===== config.mk =====
export PLATFORM = sky130hd
export DESIGN_NAME = scmd_ctrl
export DESIGN_NICKNAME = d
export VERILOG_FILES = /design/src/rtl/scmd_pkg.sv /design/src/rtl/scmd_ctrl.sv
export SDC_FILE = /design/constraint.sdc
export NUM_CORES = 1
export LEC_CHECK = 0
export ABC_AREA = 1
export BUFFER_PORTS_ARGS = -buffer_cell sky130_fd_sc_hd__buf_2
export CORE_MARGIN = 2
export CORE_UTILIZATION = 40
export DETAILED_ROUTE_END_ITERATION = 7
export GPL_TIMING_DRIVEN = 0
export PLACE_DENSITY = 0.64
export SYNTH_ARGS = -nofsm -noshare
export SYNTH_HDL_FRONTEND = slang
export SYNTH_SLANG_ARGS = --single-unit

===== constraint.sdc =====
create_clock -name clk -period 1.5 [get_ports clk]
set_input_delay 0.225 -clock clk [delete_from_list [all_inputs] [get_ports clk]]
set_output_delay 0.225 -clock clk [all_outputs]
set_load 0.05 [all_outputs]

===== src/rtl/scmd_pkg.sv =====
`timescale 1ns / 1ps
package scmd_pkg;

	localparam int SW = 24;
	localparam int RING_DEPTH = 2048;
	localparam int RING_AW = $clog2(RING_DEPTH);
	localparam int SINE_N = 1024;
	localparam int SINE_AW = $clog2(SINE_N);
	localparam logic [18:0] DELAY_MAX = 19'((RING_DEPTH - 1) * 256);
	localparam logic [63:0] HALF_PI_Q30 = 64'd1686629713;

	// register indexes on the config port
	localparam logic [2:0] REG_PHASE_STEP = 3'd0;
	localparam logic [2:0] REG_BASE_DELAY = 3'd1;
	localparam logic [2:0] REG_DEPTH      = 3'd2;
	localparam logic [2:0] REG_OFFSET     = 3'd3;
	localparam logic [2:0] REG_DRY_GAIN   = 3'd4;
	localparam logic [2:0] REG_WET_GAIN   = 3'd5;
	localparam logic [2:0] REG_STEREO     = 3'd6;

	typedef enum logic [2:0] {
		STEP_NONE,
		STEP_SIN,
		STEP_DLY,
		STEP_RD,
		STEP_LERP,
		STEP_WET,
		STEP_MIXW,
		STEP_SAT
	} step_t;

	typedef struct packed {
		step_t              step;
		logic               ch;
		logic               capture;
		logic               adv;
		logic               clr;
		logic [RING_AW-1:0] clr_addr;
		logic               load_out;
	} cmd_t;

	typedef struct packed {
		logic stereo;
	} status_t;

	typedef logic signed [15:0] sine_rom_t [SINE_N];

	// quarter-wave taylor series, q1.15 result
	function automatic logic signed [15:0] sine_q15(input logic [31:0] u);
		logic [63:0] t;
		logic [63:0] a;
		logic [63:0] a2;
		logic [63:0] term;
		logic signed [63:0] sum;
		logic signed [15:0] r;
		logic [1:0] quad;
		quad = u[31:30];
		t = {34'd0, u[29:0]};
		if (quad[0])
			t = 64'h4000_0000 - t;
		a = (t * HALF_PI_Q30) >> 30;
		a2 = (a * a) >> 30;
		term = a;
		sum = $signed(a);
		for (int n = 1; n <= 6; n++) begin
			term = ((term * a2) >> 30) / 64'((2 * n) * (2 * n + 1));
			if (n % 2 == 1)
				sum = sum - $signed(term);
			else
				sum = sum + $signed(term);
		end
		if (sum < 0)
			sum = 0;
		sum = (sum + 64'sd16384) >>> 15;
		if (sum > 64'sd32767)
			sum = 64'sd32767;
		r = sum[15:0];
		return quad[1] ? -r : r;
	endfunction

	function automatic sine_rom_t build_sine();
		sine_rom_t rom;
		for (int k = 0; k < SINE_N; k++)
			rom[k] = sine_q15({k[SINE_AW-1:0], {(32 - SINE_AW){1'b0}}});
		return rom;
	endfunction

	localparam sine_rom_t SINE_ROM = build_sine();

endpackage


===== src/rtl/scmd_ctrl.sv =====
`timescale 1ns / 1ps
module scmd_ctrl (
	input  logic              clk,
	input  logic              arst_n,
	input  logic              in_valid,
	output logic              in_ready,
	output logic              out_valid,
	input  logic              out_ready,
	input  scmd_pkg::status_t status,
	output scmd_pkg::cmd_t    cmd
);
	import scmd_pkg::*;

	typedef enum logic [3:0] {
		S_CLEAR, S_IDLE, S_SIN, S_DLY, S_RD, S_LERP, S_WET, S_MIXW, S_SAT, S_FIN
	} state_t;

	state_t             state_q;
	logic               ch_q;
	logic [RING_AW-1:0] clr_q;
	logic               load;
	logic               last_ch;

	assign in_ready = (state_q == S_IDLE);
	assign load     = (state_q == S_FIN) && (!out_valid || out_ready);
	assign last_ch  = ch_q || !status.stereo;

	// command decode
	always_comb begin
		cmd          = '0;
		cmd.step     = STEP_NONE;
		cmd.ch       = ch_q;
		cmd.clr_addr = clr_q;
		cmd.load_out = load;
		cmd.capture  = in_valid && in_ready;
		case (state_q)
			S_CLEAR: cmd.clr  = 1'b1;
			S_SIN:   cmd.step = STEP_SIN;
			S_DLY:   cmd.step = STEP_DLY;
			S_RD:    cmd.step = STEP_RD;
			S_LERP:  cmd.step = STEP_LERP;
			S_WET:   cmd.step = STEP_WET;
			S_MIXW:  cmd.step = STEP_MIXW;
			S_SAT: begin
				cmd.step = STEP_SAT;
				cmd.adv  = last_ch;
			end
			default: cmd.step = STEP_NONE;
		endcase
	end

	// sequencer and output beat flag
	always_ff @(posedge clk or negedge arst_n) begin
		if (!arst_n) begin
			state_q   <= S_CLEAR;
			ch_q      <= 1'b0;
			clr_q     <= '0;
			out_valid <= 1'b0;
		end else begin
			if (load)
				out_valid <= 1'b1;
			else if (out_ready)
				out_valid <= 1'b0;
			case (state_q)
				S_CLEAR: begin
					clr_q <= clr_q + 1'b1;
					if (&clr_q)
						state_q <= S_IDLE;
				end
				S_IDLE: begin
					if (in_valid) begin
						ch_q    <= 1'b0;
						state_q <= S_SIN;
					end
				end
				S_SIN:  state_q <= S_DLY;
				S_DLY:  state_q <= S_RD;
				S_RD:   state_q <= S_LERP;
				S_LERP: state_q <= S_WET;
				S_WET:  state_q <= S_MIXW;
				S_MIXW: state_q <= S_SAT;
				S_SAT: begin
					if (last_ch) begin
						state_q <= S_FIN;
					end else begin
						ch_q    <= 1'b1;
						state_q <= S_SIN;
					end
				end
				S_FIN: begin
					if (load)
						state_q <= S_IDLE;
				end
				default: state_q <= S_IDLE;
			endcase
		end
	end

	a_accept_starts: assert property (@(posedge clk) disable iff (!arst_n)
		(in_valid && in_ready) |=> (state_q == S_SIN && !ch_q))
		else $error("accepted beat did not start left channel");
	a_result_from_fin: assert property (@(posedge clk) disable iff (!arst_n)
		$rose(out_valid) |-> ($past(state_q) == S_FIN))
		else $error("result raised outside finish");
	a_result_held: assert property (@(posedge clk) disable iff (!arst_n)
		(out_valid && !out_ready) |=> out_valid)
		else $error("result dropped before taken");
	a_no_accept_clear: assert property (@(posedge clk) disable iff (!arst_n)
		(state_q == S_CLEAR) |-> !cmd.capture)
		else $error("beat accepted during ring clear");

endmodule


======== After elaboration in Yosys (flattened, before gate mapping) ========
Index checks and enable logic that the tools add are counted.
cells by class
  $add $sub $neg .......................... 1
  order comparisons ....................... 0
  mux-type cells .......................... 13
  bitwise operators ....................... 0
  shift operators ......................... 0
  equal/unequal tests ..................... 13
  divide/modulo/power cells ............... 0
  reductions and logical operators ........ 12
  multipliers ............................. 0
operator list
  cell                                                  count
  one-hot mux 4 bit (10 select lines)                   1
  one-hot mux 3 bit (7 select lines)                    1
  equality test 4 x 3 -> 1 bit (second input constant)  4
  2-to-1 mux 4 bit                                      4
  adder 11 x 1 -> 11 bit (second input constant)        1
  AND reduction 11 bit                                  1
  equality test 4 x 2 -> 1 bit (second input constant)  2
  equality test 4 bit (second input constant)           2
  inequality test 2 bit (second input constant)         4
  2-to-1 mux 1 bit                                      6
  AND reduction 3 bit                                   2
  equality test 4 x 1 -> 1 bit (second input constant)  1
  logical NOT 4 bit                                     1
  nonzero test 2 bit                                    2
  logical AND 1 bit                                     2
  logical NOT 1 bit                                     2
  logical OR 1 bit                                      2
  one-hot mux 1 bit (2 select lines)                    1
storage, ports and cells
  latch bits .............................. 0
  output and inout port bits .............. 21
  memory bits (writable) .................. 0
  memory bits (read-only) ................. 0
  bits in registers ....................... 17
  logic and storage cells ................. 43
  memories kept ........................... 0
  input port bits ......................... 5

======== Longest topological paths before layout ========
  word-level depth ........................ 5
  depth in mapped cells ................... 10
  gate-level depth less buffers ........... 10

======== Worst setup path before layout ========
Ideal clock, no wire load.
  path kind ............................... flip-flop to flip-flop
  start point ............................. register state_q[1]
  end point ............................... register state_q[0]
  data arrival time ....................... 1.649 ns
  setup time .............................. 0.116 ns
  slack ................................... -0.265 ns
  stages on the path, launching flop included .. 11
  cells stage by stage .................... dfrtp_1 inv_2 nand2_1 nor2_1 nand2_1 nand2_1 inv_2 nand2_1 inv_1 nand2_1 nand2_1
RTL lines
  what                                    RTL line         source
  start: declaration                      scmd_ctrl.sv:18  state_t state_q;
  start signal: assignment                scmd_ctrl.sv:55  state_q <= S_CLEAR;
  start signal: assignment                scmd_ctrl.sv:68  state_q <= S_IDLE;
  start signal: assignment                scmd_ctrl.sv:73  state_q <= S_SIN;
  equality test 4 x 1 -> 1 bit (*)        n/a
  via in_ready                            scmd_ctrl.sv:6   output logic in_ready,
  inequality test 2 bit (no source line)  n/a
  AND reduction 3 bit (no source line)    n/a
Mark *: on every way through the listed nets, which the timed path passes. The rest lies on a longest branch.
A chain may end at the register's enable or synchronous reset.

==> results.md <==
- Status: complete, but fails checks
- Failing checks: setup timing
- Largest net degree at the start of global routing: 18
- Syn Nets: 131
- FF/Latch Area: 432.9 um^2
- Max Clk Rate: approximately 600 MHz
- CTS tree: yes
- Fin worst setup slack: -0.1383 ns
- Critical Path RT: 1.27 ns
- Seq/Total Area, Yosys: 0.4359
- Leading area contributor after synthesis: dfrtp_1
- R2R Setup Slk: -0.02 ns
- Post-Route WL: ~2.3 mm
- Cell Pwr Density: 2321 mW/mm^2
- Max Fanout on Critical Path: 5
- Die Footprint: 0.002851 mm^2
- Startpoint types: register
- Area Overhead vs Synth: 51.79%
- Leakage: 0.0008051 uW
- Aggregate global routing overflow: 0
- Peak VDD IR: 1.515 mV
- Mapped Cells: 125
- Post-DR vias/cell: 4.765
- Hold Crit Class: input pin to register
- Port bufs: 25
- Final Max Tran Viols: 0
- Clock latency on the worst-skew pair: 0.29 ns
- Clk slew on worst S/H paths: 0.10 ns
- CTS root buffer: clkbuf_4
- Routability congestion estimate: between 0.8 and 0.9
- Hold_ws: 0.1281 ns
- CTS buffer count: 3
- Post-route DRC: 0
- Worst R2R Path Depth: 7
- Layout cells sized above 1: 0.5119
- Multi-input gate area: 575.6 um^2
- 1st-iter DRT viols: 6
- Commonest non-fill, non-tap cells in the layout: nand2_1 (27), buf_2 (17), inv_1 (11), dfrtp_1 (11)
- GRT Util Overall: 0.1764
- Endpoint class of the critical path: output pin
- Dominant cells by area after synthesis: dfrtp_1 (44%), nand2_1 (14%), inv_1 (5.0%)
- Post-route antenna net violation count: 0
- Final min period: 1.638 ns
- Longest Clk Path Bufs: 2
- Critical path startpoint: state_q[0]
- HP Start: out_ready
- Pre-antenna DRT Iters: 4
- Worst rel slew slack: 0.7474
- WL per Instance: 11.53 um
- #FFs+latches synth: 17
- Design area: 0.001481 mm^2
- Commonest non-fill, non-tap cell in the layout: nand2_1
- Clock Skews: 0.005266 ns
- Yosys warnings: 0
- Synthesized area per cell: 7.807 um^2
- CP arrival: about 1.4 ns
- R2r startpoint: state_q[0]
- Post-synth top area share: 0.4359
- I/O pin count: 26
- Vias in the first global route: 848
- # rows: 17
- Routed via count: 934
- Synth unique cells: 20
- Worst-margin pin slew: 0.3790 ns
- Die W: around 53 um
- Critical path class: register to output pin
- DP Worst Slack: 0.02174 ns
- Die Y: roughly 53 um
- Post-DP HPWL: approximately 1.5 mm
- Nets: 175
- Final setup viols: 9
- Post-place instance area: approximately 0.0011 mm^2
- RSZ-0062 raised after global routing: yes
- Core region area: 0.002255 mm^2
- FILL cells: 198
- First-pass GRT wire length: 3.636 mm
- Max capacitance violation total: 0
- Worst setup path end: cmd[17]
- Fin. Hold Viols: 0
- Reg2Reg Capture Point: clr_q[10]
- Max H-tree Level: 1
- Antenna Cells: 0
- Post-Synthesis Cell Area: 975.9 um^2
- Initial antenna violation count: 0
- Starting Density: 0.4329
- Final Cycle Share: 1.092
- Clock sinks: 17
## metal layers
layer | track usage | part of all wire | wire (um) | vias to the layer above
li1 | - | - | - | 476
met1 | 0.2148 | 0.44 | 1004 | 433
met2 | 0.3107 | 0.50 | 1135 | 22
met3 | 0.05085 | 0.048 | 109 | 3
met4 | 0.02564 | 0.0044 | 10 | 0
met5 | 0 | 0 | 0 | -
## power by group
part / switching (uW) / total [uW] / internal (uW)
sequential: 196 / 802 / 607
clock: 143 / 247 / 103
combinational: 1480 / 2390 / 913
total: 1810 / 3440 / 1620
## Yosys cell counts
cell type	instances
nor2_2	4
dfrtp_1	17
nor3_2	1
nor2_1	12
nand2_1	36
xnor2_1	5
buf_4	2
nand3_1	9
nand2_2	1
a21oi_1	1
xor2_1	4
nor2_4	3
a21oi_2	1
o21ai_0	3
inv_1	13
inv_2	6
ha_1	1
nand4_1	4
nand3b_1	1
nand2_4	1
## registers in the layout, summed over array words and instances, names as in the netlist
register / cells
ch_q: 1
clr_q: 11
out_valid: 1
state_q: 4
## how the worst min path moves through the flow
stage,depth (start not counted),to,slack (ns)
after floorplan,0,ch_q,-0.07
after global placement,1,clr_q[5],0.17
after detailed placement,1,clr_q[4],0.17
after CTS,2,out_valid,0.12
after global routing,2,out_valid,0.12
final,2,out_valid,0.13
## critical path, cell delays in order (launching register included)
cell and delay, ns:
dfrtp_2 0.48, nor2_4 0.21, nand2_2 0.10, nand2_2 0.08, inv_2 0.04, nand3_2 0.06
buf_8 0.15
## repair_timing
action	CTS	global route
pin swaps	9	19
endpoints found under the hold margin	17	0
setup endpoints to repair	8	13
hold buffers	1	0
setup buffers	8	6
gates resized for setup	35	26
cloned	0	0
## cell type report
type / instances / area share
flip-flops and latches: 17 / 0.2922
well taps: 28 / 0.02365
inverters: 19 / 0.05152
repair buffers: 40 / 0.2213
plain buffers: 1 / 0.005068
clock buffers: 4 / 0.01774
multi-input cells: 87 / 0.3885
## through the flow
stage,instances,util,TNS [ns],total power (uW)
finish,196,0.6570,-0.8461,3438
global route,196,0.6570,-1.827,3666
CTS,191,0.5982,-0.7386,3152
detailed placement,178,0.5072,0,2446
global placement,178,0.5072,0,2432
floorplan,125,-,-0.02277,2110
## cells by family (layout without fill, tap and decap cells)
group                    after synthesis  after routing  share of synthesized area
AO/OA/AOI/OAI                          5              5                    0.02948
XOR/XNOR                               9              9                    0.08076
AND/OR/NAND/NOR                       72             72                     0.3526
flip-flops                            17             17                     0.4359
buffers and inverters                 21             64                    0.08846
adder cells (fa/ha/maj)                1              1                    0.01282
Note: power is estimated with default switching activity, not from simulation.
